## src/hw/rtl/zbpr_pkg.sv

```systemverilog
package zbpr_pkg;

   localparam int COLS_DEF = 218;
   localparam int ROWS_DEF = 50;

   // controller state codes, also the datapath operation
   localparam logic [3:0] OP_CLEAR = 4'd0;
   localparam logic [3:0] OP_IDLE  = 4'd1;
   localparam logic [3:0] OP_MUL   = 4'd2;
   localparam logic [3:0] OP_DIVC  = 4'd3;
   localparam logic [3:0] OP_DIVR  = 4'd4;
   localparam logic [3:0] OP_ROT   = 4'd5;
   localparam logic [3:0] OP_ADDR  = 4'd6;
   localparam logic [3:0] OP_MRD   = 4'd7;
   localparam logic [3:0] OP_MWR   = 4'd8;
   localparam logic [3:0] OP_DONE  = 4'd9;

   localparam logic [2:0] CSR_YAW_COS   = 3'd0;
   localparam logic [2:0] CSR_YAW_SIN   = 3'd1;
   localparam logic [2:0] CSR_ROLL_COS  = 3'd2;
   localparam logic [2:0] CSR_ROLL_SIN  = 3'd3;
   localparam logic [2:0] CSR_PITCH_COS = 3'd4;
   localparam logic [2:0] CSR_PITCH_SIN = 3'd5;
   localparam logic [2:0] CSR_VIEW_DIST = 3'd6;
   localparam logic [2:0] CSR_DEPTH_OFS = 3'd7;

   localparam logic [5:0] MUL_LAST  = 6'd4;
   localparam logic [5:0] DIV_LAST  = 6'd35;
   localparam logic [5:0] PHASE_LAST = 6'd4;
   localparam logic [2:0] STAGE_LAST = 3'd5;

   typedef struct packed {
      logic       load;
      logic [3:0] op;
      logic [5:0] cnt;
      logic [2:0] stage;
      logic       out_load;
   } cmd_type;

   typedef struct packed {
      logic clear_done;
   } sts_type;

   function automatic logic [7:0] shade_char(input logic [3:0] idx);
      logic [7:0] c;
      case (idx)
         4'd0:    c = 8'h2E;
         4'd1:    c = 8'h2C;
         4'd2:    c = 8'h2D;
         4'd3:    c = 8'h7E;
         4'd4:    c = 8'h3A;
         4'd5:    c = 8'h3B;
         4'd6:    c = 8'h3D;
         4'd7:    c = 8'h21;
         4'd8:    c = 8'h2A;
         4'd9:    c = 8'h23;
         4'd10:   c = 8'h24;
         4'd11:   c = 8'h40;
         default: c = 8'h40;
      endcase
      return c;
   endfunction

   // positions clamp to the full 16-bit range, normals to +-1.0
   function automatic logic [15:0] sat_rot(input logic signed [20:0] r, input logic pos);
      logic signed [20:0] lo;
      logic signed [20:0] hi;
      logic signed [20:0] v;
      lo = pos ? -21'sd32768 : -21'sd16384;
      hi = pos ? 21'sd32767 : 21'sd16384;
      v  = (r < lo) ? lo : ((r > hi) ? hi : r);
      return v[15:0];
   endfunction

endpackage

```

## src/hw/rtl/zbpr_ctrl.sv

```systemverilog
module zbpr_ctrl
   import zbpr_pkg::*;
(
   input  logic    clock,
   input  logic    reset,
   input  logic    req_tvalid,
   input  logic    req_tuser,
   output logic    req_tready,
   output logic    rsp_tvalid,
   input  logic    rsp_tready,
   input  sts_type sts,
   output cmd_type cmd
);

   logic [3:0] state_ff, state_in;
   logic [5:0] cnt_ff, cnt_in;
   logic [2:0] stage_ff, stage_in;
   logic       rsp_valid_ff, rsp_valid_in;
   logic       accept;
   logic       out_load;

   assign accept   = (state_ff == OP_IDLE) && req_tvalid;
   assign out_load = (state_ff == OP_DONE) && (!rsp_valid_ff || rsp_tready);

   always_comb begin
      state_in = state_ff;
      cnt_in   = cnt_ff + 6'd1;
      stage_in = stage_ff;
      case (state_ff)
         OP_CLEAR: begin
            if (sts.clear_done) state_in = OP_IDLE;
         end
         OP_IDLE: begin
            cnt_in   = '0;
            stage_in = '0;
            if (req_tvalid) state_in = req_tuser ? OP_ADDR : OP_MUL;
         end
         OP_MUL: begin
            if (cnt_ff == MUL_LAST) begin
               state_in = OP_DIVC;
               cnt_in   = '0;
            end
         end
         OP_DIVC: begin
            if (cnt_ff == DIV_LAST) begin
               state_in = OP_DIVR;
               cnt_in   = '0;
            end
         end
         OP_DIVR: begin
            if (cnt_ff == DIV_LAST) begin
               state_in = OP_ROT;
               cnt_in   = '0;
            end
         end
         OP_ROT: begin
            if (cnt_ff == PHASE_LAST) begin
               cnt_in   = '0;
               stage_in = stage_ff + 3'd1;
               if (stage_ff == STAGE_LAST) state_in = OP_ADDR;
            end
         end
         OP_ADDR: state_in = OP_MRD;
         OP_MRD:  state_in = OP_MWR;
         OP_MWR:  state_in = OP_DONE;
         OP_DONE: begin
            if (out_load) state_in = OP_IDLE;
         end
         default: state_in = OP_IDLE;
      endcase
   end

   always_comb begin
      rsp_valid_in = rsp_valid_ff;
      if (rsp_tready) rsp_valid_in = 1'b0;
      if (out_load)   rsp_valid_in = 1'b1;
   end

   always_ff @(posedge clock) begin
      if (reset) begin
         state_ff     <= OP_CLEAR;
         cnt_ff       <= '0;
         stage_ff     <= '0;
         rsp_valid_ff <= 1'b0;
      end else begin
         state_ff     <= state_in;
         cnt_ff       <= cnt_in;
         stage_ff     <= stage_in;
         rsp_valid_ff <= rsp_valid_in;
      end
   end

   assign req_tready   = (state_ff == OP_IDLE);
   assign rsp_tvalid   = rsp_valid_ff;
   assign cmd.load     = accept;
   assign cmd.op       = state_ff;
   assign cmd.cnt      = cnt_ff;
   assign cmd.stage    = stage_ff;
   assign cmd.out_load = out_load;

endmodule

```

## config.mk

```make
export PLATFORM = sky130hd
export DESIGN_NAME = zbpr_ctrl
export DESIGN_NICKNAME = d
export VERILOG_FILES = /design/src/hw/rtl/zbpr_pkg.sv /design/src/hw/rtl/zbpr_ctrl.sv
export SDC_FILE = /design/constraint.sdc
export NUM_CORES = 1
export LEC_CHECK = 0
export BUFFER_PORTS_ARGS = -buffer_cell sky130_fd_sc_hd__buf_4
export CAP_MARGIN = 30
export CELL_PAD_IN_SITES_DETAIL_PLACEMENT = 1
export CELL_PAD_IN_SITES_GLOBAL_PLACEMENT = 2
export CORE_MARGIN = 2
export CORE_UTILIZATION = 28
export CTS_CLUSTER_DIAMETER = 60
export DETAILED_ROUTE_END_ITERATION = 12
export GPL_TIMING_DRIVEN = 0
export PLACE_DENSITY_LB_ADDON = 0.1
export SYNTH_ARGS = -nofsm -noshare
export SYNTH_HDL_FRONTEND = slang
export SYNTH_SLANG_ARGS = --single-unit
```

## constraint.sdc

```tcl
create_clock -name clock -period 2.2 [get_ports clock]
set_input_delay 0.11 -clock clock [delete_from_list [all_inputs] [get_ports clock]]
set_output_delay 0.11 -clock clock [all_outputs]
set_load 0.02 [all_outputs]
```

## Word level (Yosys, flattened, before mapping)

Index checks and enable logic that the tools add are counted.

- Flip-flop bits (word level): 14
- Bits of input ports: 6
- Output and inout bits: 17
- Word-level logic and storage cells: 54

- Equality and inequality tests: 20
- Reductions and logical operators: 11
- Add/subtract/negate cells: 2
- Multiplexer cells: 17

Operators by type and width:

| cell | count |
|---|---|
| $pmux W4 S10 | 1 |
| $mux W4 | 8 |
| $pmux W6 S3 | 1 |
| $eq A4 B3 Y1 const B | 4 |
| $ne A2 B2 Y1 const B | 8 |
| $mux W6 | 2 |
| $eq A4 B2 Y1 const B | 2 |
| $eq A4 B4 Y1 const B | 2 |
| $reduce_and A8 Y1 | 1 |
| $add A6 B1 Y6 const B | 1 |
| $eq A6 B3 Y1 const B | 1 |
| $eq A6 B6 Y1 const B | 1 |
| $mux W3 | 2 |
| $pmux W3 S2 | 1 |
| $eq A4 B1 Y1 const B | 1 |
| $logic_not A4 Y1 | 1 |
| $reduce_bool A2 Y1 | 2 |
| $reduce_or A2 Y1 | 2 |
| $add A3 B1 Y3 const B | 1 |
| $eq A3 B3 Y1 const B | 1 |
| $logic_and A1 B1 Y1 | 2 |
| $mux W1 | 2 |
| $reduce_and A2 Y1 | 1 |
| $logic_not A1 Y1 | 1 |
| $logic_or A1 B1 Y1 | 1 |

## Depth between registers and ports, before layout

Gate-level depths: netlist of the first run.

- Word-level depth: 5
- Depth in mapped cells: 8
- Gate-level depth less buffers: 7

## Worst setup path after synthesis of the first run

OpenSTA, ideal clock, no wires.

- Path type: flip-flop to flip-flop
- From: register cnt_ff[0]
- To: register stage_ff[2]
- Library setup time: 0.070 ns
- Required time: 2.130 ns
- Clock period less this slack: 1.839 ns
- Path slack: 0.361 ns
- Cell stages (with the launch flop): 8
- Buffers on the path: 1
- Arrival: 1.769 ns
- Path through: dfxtp_1 -> inv_1 -> ha_1 -> nand2_1 -> or4_1 -> buf_2 -> or4_1 -> a21oi_1

- Word-level cells in the longest chain between the ends: 3

Ends and longest elaborated chain:

| item | line | text |
|---|---|---|
| from (decl) | zbpr_ctrl.sv:16 | `logic [5:0] cnt_ff, cnt_in;` |
| from (signal assigned) | zbpr_ctrl.sv:87 | `cnt_ff <= cnt_in;` |
| $eq A6 B3 Y1 | zbpr_ctrl.sv:57 | `if (cnt_ff == PHASE_LAST) begin` |
| $ne A2 B2 Y1 (no line) | -- |  |
| $reduce_and A2 Y1 (no line) | -- |  |
| to (signal assigned) | zbpr_ctrl.sv:88 | `stage_ff <= stage_in;` |
| to (decl) | zbpr_ctrl.sv:17 | `logic [2:0] stage_ff, stage_in;` |

Every way passes these cells.
A chain may end at the register's enable or synchronous reset.

## Final worst setup path of the first run

- From: register state_ff[1]
- To: output port cmd[14] in the netlist's numbering

- Word-level cells in the longest chain between the ends: 2

Ends and longest elaborated chain:

| item | line | text |
|---|---|---|
| from (decl) | zbpr_ctrl.sv:15 | `logic [3:0] state_ff, state_in;` |
| from (signal assigned) | zbpr_ctrl.sv:86 | `state_ff <= state_in;` |
| $eq A4 B1 Y1 | zbpr_ctrl.sv:22 | `assign accept = (state_ff == OP_IDLE) && req_tvalid;` |
| $logic_and A1 B1 Y1 | zbpr_ctrl.sv:22 |  |
| to (decl) | zbpr_ctrl.sv:12 | `output cmd_type cmd` |

Every way passes these cells.

==> results of run 1 <==
-- cell usage after synthesis, drive strengths merged --
library cell  number
clkbuf             5
xor2               2
dfxtp             14
a211oi             2
a221o              1
o211a              1
nor4bb             1
nor2              14
o41a               1
or2                1
a31oi              1
nand3b             1
a21oi              8
o31ai              1
o2111a             1
o22ai              1
nand4bb            1
nand3              5
nor4b              2
a21o               2
nor4               1
nand2b             2
nor3               3
nand4              1
mux2i              2
and2               1
a2bb2oi            1
nor2b              2
nand2              6
or4                2
o21ai              2
xnor2              2
buf                4
ha                 4
o21a               2
inv                6
a311oi             1
-- final cells by class --
class                   instances  area (um2)  area share, %
multi-input cells              78         518           46.5
repair buffers                 22         165           14.8
clock buffers                   4        36.3           3.26
well taps                      33        41.3           3.71
plain buffers                   9        50.0           4.49
flip-flops and latches         14         280           25.2
inverters                       6        22.5           2.02
-- power breakdown --
part	internal, mW	switching (mW)	total, mW
Sequential	0.293	0.0482	0.341
Combinational	0.241	0.340	0.581
Clock	0.101	0.0957	0.197
-- per-stage QoR --
stage	instance area, um2	hold WS [ns]	utilization (%)
2_1_floorplan	862	0.354	-
3_3_place_gp	1070	0.458	35.9
3_5_place_dp	1070	0.470	35.9
4_1_cts	1100	0.169	37.1
5_1_grt	1110	0.191	37.4
6_report	1110	0.176	37.4
-- flip-flops by register name, indices dropped and copies added (netlist names) --
register,count
cnt_ff,6
rsp_tvalid,1
stage_ff,3
state_ff,4
-- worst max path at each step --
| stage | start | to | slack, ns | depth (start not counted) |
|---|---|---|---|---|
| floorplan | cnt_ff[0] | stage_ff[2] | 0.36 | 7 |
| global placement | cnt_ff[0] | cnt_ff[5] | 0.19 | 6 |
| detailed placement | cnt_ff[0] | cnt_ff[5] | 0.15 | 6 |
| CTS | state_ff[3] | cmd[14] | 0.11 | 7 |
| global route | state_ff[1] | cmd[14] | 0.07 | 7 |
| finish | state_ff[1] | cmd[14] | 0.21 | 7 |
-- critical path: cells and delay by family (launching register included) --
family / cells / cell delay [ns]
buffers and inverters: 4 / 0.81
AND/OR/NAND/NOR: 3 / 0.44
flip-flops: 1 / 0.34
-- logic make-up (layout without fill, tap and decap cells) --
| family | count (synthesis) | after routing | synth area share [%] |
|---|---|---|---|
| xor+xnor | 4 | 4 | 4.06 |
| flops | 14 | 14 | 32.5 |
| simple gates | 43 | 43 | 26.3 |
| mux | 2 | 2 | 2.32 |
| compound gates | 25 | 25 | 20.6 |
| buf+inv | 15 | 41 | 8.42 |
| fa+ha+maj | 4 | 4 | 5.81 |
-- per-layer routing --
layer	track usage, %	up-vias
met5	0	-
met2	20.9	12
li1	-	434
met1	18.0	398
met3	1.97	5
met4	7.79	0
==> results summary, run 1 <==
The run finished with clean final reports. The worst clock skew on the final layout came out at 0.00669 ns. The floorplan step defined a die boundary enclosing 3540 um2.

The number of max-slew violations in the final report is 0. For the pin with the worst max-slew slack, the measured transition is 0.462 ns. The tree is rooted in a sky130_fd_sc_hd__clkbuf_4. The number of antenna violations at the first check in global routing came out at 0.

The final number of hold-violating endpoints came to 0. The clock period minus worst slack is 1.99 ns. The post-synthesis net count is 117. Counting stages on the worst path, the most repeated cell is sky130_fd_sc_hd__buf_4. The effective utilization at floorplan came out at 28.9%. The count of nets left with antenna violations after detail routing is 0. The summed negative setup slack over all endpoints is 0 ns. The wire length on met1 is 1120 um. The number of H-tree branching levels came out at 1. The path type of the worst min-delay path is in2reg. Sequential cells were found to cover 32.5% of the synthesized design area. The final routed DRC violation total is 0.

The launch point of the worst reg-to-reg path is cnt_ff[0]. In the layout the commonest cells are sky130_fd_sc_hd__buf_4 (24), sky130_fd_sc_hd__nor2_1 (14), sky130_fd_sc_hd__dfxtp_1 (14). In this run the critical register-to-register path is captured at cnt_ff[5]. In this run the most critical hold path is launched from rsp_tready.

The routed length on met3 came out at 66 um. The number of buffers inserted for hold repair after clock tree synthesis is 0. The number of sinks driven by the clock tree is 14. Setup violations remaining at the end of the flow were counted as 0. On the critical path, the stage with the largest delay is an instance of sky130_fd_sc_hd__dfxtp_1. Power spread over the standard cell area amounts to 1000 nW/um2.

The cell area that synthesis handed to floorplanning was 862 um2. The number of library cell types mapped by synthesis is 40. The starting DRC count in detailed routing came out at 11.

The number of instances in the synthesized netlist is 107. The signal on the critical path passes through clkbuf_1 > inv_1 > nand2_1 > nor2_1 > and2_1 > buf_4 > buf_4. The first-pass iteration count of the detailed router came out at 4. The average footprint of a synthesized cell came out at 8.06 um2. The peak clock frequency supported by timing is 0.502 GHz. The number of cells after detailed placement is 162. The CTS buffer count is 3.

The critical path data arrival time came out at 1.88 ns. The detailed-routed wire length on met2 is 1050 um. Data on the critical path is required at its endpoint by 2.09 ns. TritonCTS built the clock tree. The worst hold path passes through 3 cells. The number of max-cap violations came out at 0. The library cell used most frequently in the layout, excluding fill and tap cells, is sky130_fd_sc_hd__buf_4. The total of flip-flops plus latches after synthesis is 14. The fraction of synthesized cell area taken by the top area cell type came out at 32.5%. The post-layout net count is 144. After floorplanning, the core was sized to cover 2980 um2.

23 I/O pins were placed. The post-synthesis to final-layout area growth is 29.2%. STA classifies the critical path startpoint as a register.

sky130_fd_sc_hd__dfxtp_1 takes more of the synthesized area than any other cell. The total wirelength of the detailed-routed design came out at 2290 um. The static leakage came out at 0.451 nW.

The cell count of the worst reg-to-reg path came out at 8. The largest net degree at the start of global routing came out at 11. The fraction of final layout cells with drive strength greater than 1 came out at 26.3%. The overall via count from detail_route is 849. The final global-route overflow total is 0. Detailed placement finished with a half-perimeter wire length of 1770 um.

The first-pass GRT wire length is 3600 um. The critical path in this run is classified as reg2out. Across all setup checks in the final design, the least slack found is 0.210 ns.

The maximum fanout along the worst path is 9. The detailed-route wire length per cell is 13.8 um. The part of the cycle the worst path needs came out at 90.5%. Measured against its own limit, the worst slew margin works out to 69.2%. Setup repair after global routing left no endpoint under its margin. The number of gates resized after CTS is 0. After detailed routing, no signal wire sits above met4. The path with the worst hold slack has its endpoint at rsp_tvalid.

The sort of element at the end of the critical path is a primary output. The layout filler cell count came out at 373. The clock latency on the worst-skew pair is 0.29 ns. Once the clock tree was built, the setup fixing pass inserted 0 buffers.

The number of global-route vias before repair came out at 805. The count of non-filler cells in the finished layout is 166. The die outline height came out at 59.5 um. The per-cell via count in the routed design is 5.11. OpenSTA, run right after detailed placement, puts the worst setup slack at 0.147 ns. The routability congestion estimate from global placement came out at 0.757. The clock edge transition at the registers on the reported setup and hold paths came out at 0.10 ns. Across the VDD grid, the largest voltage drop is 339 uV. The number of antenna cells inserted is 0. The width of the die is 59.5 um. The critical path's largest stage delay is 0.34 ns.

The number of placement rows came out at 20. The power after layout came out at 1.12 mW. For this run, the number of Yosys warnings is 0.

The longest clock path from root to sink contains 2 buffers. Sorting the synthesized cells by area gives the leading types as sky130_fd_sc_hd__dfxtp_1 (33%), sky130_fd_sc_hd__nor2_1 (6.1%), sky130_fd_sc_hd__ha_1 (5.8%), sky130_fd_sc_hd__a21oi_1 (4.6%), sky130_fd_sc_hd__nand3_1 (2.9%). The global router's overall resource usage is 13.6%. The setup slack of the worst register-to-register path came out at 0.31 ns. The quantity of I/O buffers inserted on ports is 22.
Power figures use the tool's default switching activity.
==> run 2, diff against run 1 <==
--- a/config.mk
+++ b/config.mk
@@ -14,7 +14,7 @@
 export CTS_CLUSTER_DIAMETER = 60
 export DETAILED_ROUTE_END_ITERATION = 12
 export GPL_TIMING_DRIVEN = 0
-export PLACE_DENSITY_LB_ADDON = 0.1
+export PLACE_DENSITY = 0.72
 export SYNTH_ARGS = -nofsm -noshare
 export SYNTH_HDL_FRONTEND = slang
 export SYNTH_SLANG_ARGS = --single-unit
==> run 2 against run 1 <==
- register-to-register slack barely moved
- combinational power rose by 0.7%
- flip-flop and latch count did not move
- final cell count did not move
- clock power fell by 2%
- critical path type unchanged
- clock-buffer cell count did not move
- power rose by 0.24%
- die area did not move
- sequential power barely moved
- global-route usage rose by 1.0 points
- non-clock buffer count did not move
==> results summary, run 2 (synthesized netlist as in run 1, its figures left out) <==
The capture point of the worst reg-to-reg path is cnt_ff[2]. Data arrives at the worst endpoint at 1.86 ns. The path class of the tightest hold or removal check is in2reg. The largest registers in the layout are cnt_ff x6, state_ff x4, stage_ff x3. The cell count of the worst reg-to-reg path is 8. The tree is rooted in a sky130_fd_sc_hd__clkbuf_4. The clock period minus worst slack is 1.97 ns. Buffers placed on the I/O ports in this run total 22.

In this run the deepest clock path goes through 2 buffers. The number of max-slew violations in the final report is 0. The slew at the pin with the worst max-slew slack is 0.482 ns. The clock latency on the worst-skew pair is 0.28 ns.

The number of cells after detailed placement is 162. The post-layout net count is 144. The peak clock frequency supported by timing came out at 0.508 GHz. The flow ran to the end, and the final reports show no timing, DRC or antenna violations.

The final global-route overflow total is 0. The die outline height came out at 59.5 um. STA classifies the critical path endpoint as a primary output.

The effective utilization at floorplan came out at 28.9%. The worst slack at placement came out at 0.171 ns. Max-cap violations in this run came to 0. Detailed placement ended at an HPWL of 1860 um. The number of buffers inserted for hold repair after clock tree synthesis came out at 0. The number of flip-flops in the largest register came out at 6. The I/O pin total came out at 23. The worst register-to-register path begins at cnt_ff[0]. The post-synthesis to final-layout area growth came out at 29.2%. The startpoint type of the worst setup path is a register. Summed over all cells, the static leakage comes to 0.451 nW. The first-pass iteration count of the detailed router is 4. The number of global-route vias before repair came out at 824. The areal power density over the cells came out at 1010 nW/um2.

The worst hold path begins at rsp_tready. The number of antenna violations at the first check in global routing is 0. The overall via count from detail_route came out at 852. The CTS buffer count is 3. The worst path required time came out at 2.09 ns.

The number of antenna cells inserted came out at 0. The area inside the core boundary is 2980 um2. TritonCTS built the clock tree. In the layout the commonest cells are sky130_fd_sc_hd__buf_4 (24), sky130_fd_sc_hd__nor2_1 (14), sky130_fd_sc_hd__dfxtp_1 (14). For hold timing, the worst endpoint is rsp_tvalid. The detailed-route wire length per cell is 14.3 um. Ranked by flip-flop count, first place goes to cnt_ff. The clock edge transition at the registers on the reported setup and hold paths came out at 0.10 ns. The floorplan has 20 rows. The worst setup path is of the reg2out kind. The die area is 3540 um2. The library cell used most frequently in the layout, excluding fill and tap cells, is sky130_fd_sc_hd__buf_4. The final number of hold-violating endpoints is 0. The final routed DRC violation total came out at 0. The worst IR drop on VDD is 359 uV. After clock tree synthesis, the setup repair step added 0 buffers. The number of sinks driven by the clock tree is 14. The starting DRC count in detailed routing came out at 15. Headroom to the max-slew limit came out at 67.9%. The summed negative setup slack over all endpoints is 0 ns.

The global router's overall resource usage is 14.6%. The number of H-tree branching levels is 1. The cell depth of the worst min-delay path is 3.

The worst clock skew on the final layout is 0.00495 ns. In this run the worst path has a maximum fanout of 9. The finished layout holds 166 standard cells, fillers aside. The routability congestion estimate from global placement is 0.790. The fraction of final layout cells with drive strength greater than 1 is 26.3%. In this run the register-to-register setup slack is 0.31 ns.

The largest net degree at the start of global routing is 11. The count of nets left with antenna violations after detail routing is 0. The first global-routing pass estimated 3940 um of wire.

The width of the die is 59.5 um. Setup violations remaining at the end of the flow were counted as 0. Setup repair after global routing left no endpoint under its margin. Setup slack on the critical path of the routed design comes to 0.233 ns.

The final critical path takes up 89.4% of the cycle. The per-cell via count in the routed design is 5.13. The total wirelength of the detailed-routed design came out at 2380 um.
-- run 2: worst max path at each step --
stage / to / depth (start not counted) / start
after floorplan: stage_ff[2] / 7 / cnt_ff[0]
after global placement: cnt_ff[5] / 6 / cnt_ff[0]
after detailed placement: cnt_ff[2] / 6 / cnt_ff[0]
after CTS: cmd[14] / 7 / state_ff[3]
after global routing: cmd[14] / 7 / state_ff[1]
final: cmd[14] / 7 / state_ff[1]
-- run 2: layout make-up --
| type | count | area, um2 |
|---|---|---|
| plain buffers | 9 | 50.0 |
| clock buffers | 4 | 36.3 |
| fillers | 367 | 1860 |
| inverters | 6 | 22.5 |
| multi-input cells | 78 | 518 |
| flip-flops and latches | 14 | 280 |
| well taps | 33 | 41.3 |
| repair buffers | 22 | 165 |
-- run 2: report_power, final --
group | switching, mW | leakage (nW) | internal, mW
clock network | 0.0926 | 0.0210 | 0.101
registers | 0.0502 | 0.114 | 0.293
logic | 0.342 | 0.317 | 0.243
total | 0.485 | 0.451 | 0.636
-- run 2: per-stage QoR --
step	hold WS (ns)	instance area (um2)	power, mW	util (%)
3_5_place_dp	0.479	1070	0.935	35.9
6_report	0.198	1110	1.12	37.4
4_1_cts	0.192	1100	1.13	37.1
3_3_place_gp	0.463	1070	0.920	35.9
2_1_floorplan	0.354	862	0.743	-
5_1_grt	0.222	1110	1.22	37.4
-- run 2: per-layer routing --
metal	vias up	GRT usage [%]	share of wire, %
li1	430	-	-
met1	412	20.4	48
met2	8	23.1	49
met3	2	2.62	2.1
met4	0	3.90	0.71
met5	-	0	0
-- run 2: timing repair --
item                                    in CTS  in global routing
endpoints found under the setup margin       0                  6
endpoints found under the hold margin        0                  0
resized for setup                            0                  2
-- run 2: worst max-delay path, stage by stage (launching register included) --
cell and delay [ns]:
sky130_fd_sc_hd__dfxtp_1 0.34, sky130_fd_sc_hd__clkbuf_1 0.32, sky130_fd_sc_hd__inv_1 0.23, sky130_fd_sc_hd__nand2_1 0.18, sky130_fd_sc_hd__nor2_1 0.07, sky130_fd_sc_hd__and2_1 0.18
sky130_fd_sc_hd__buf_4 0.12, sky130_fd_sc_hd__buf_4 0.14
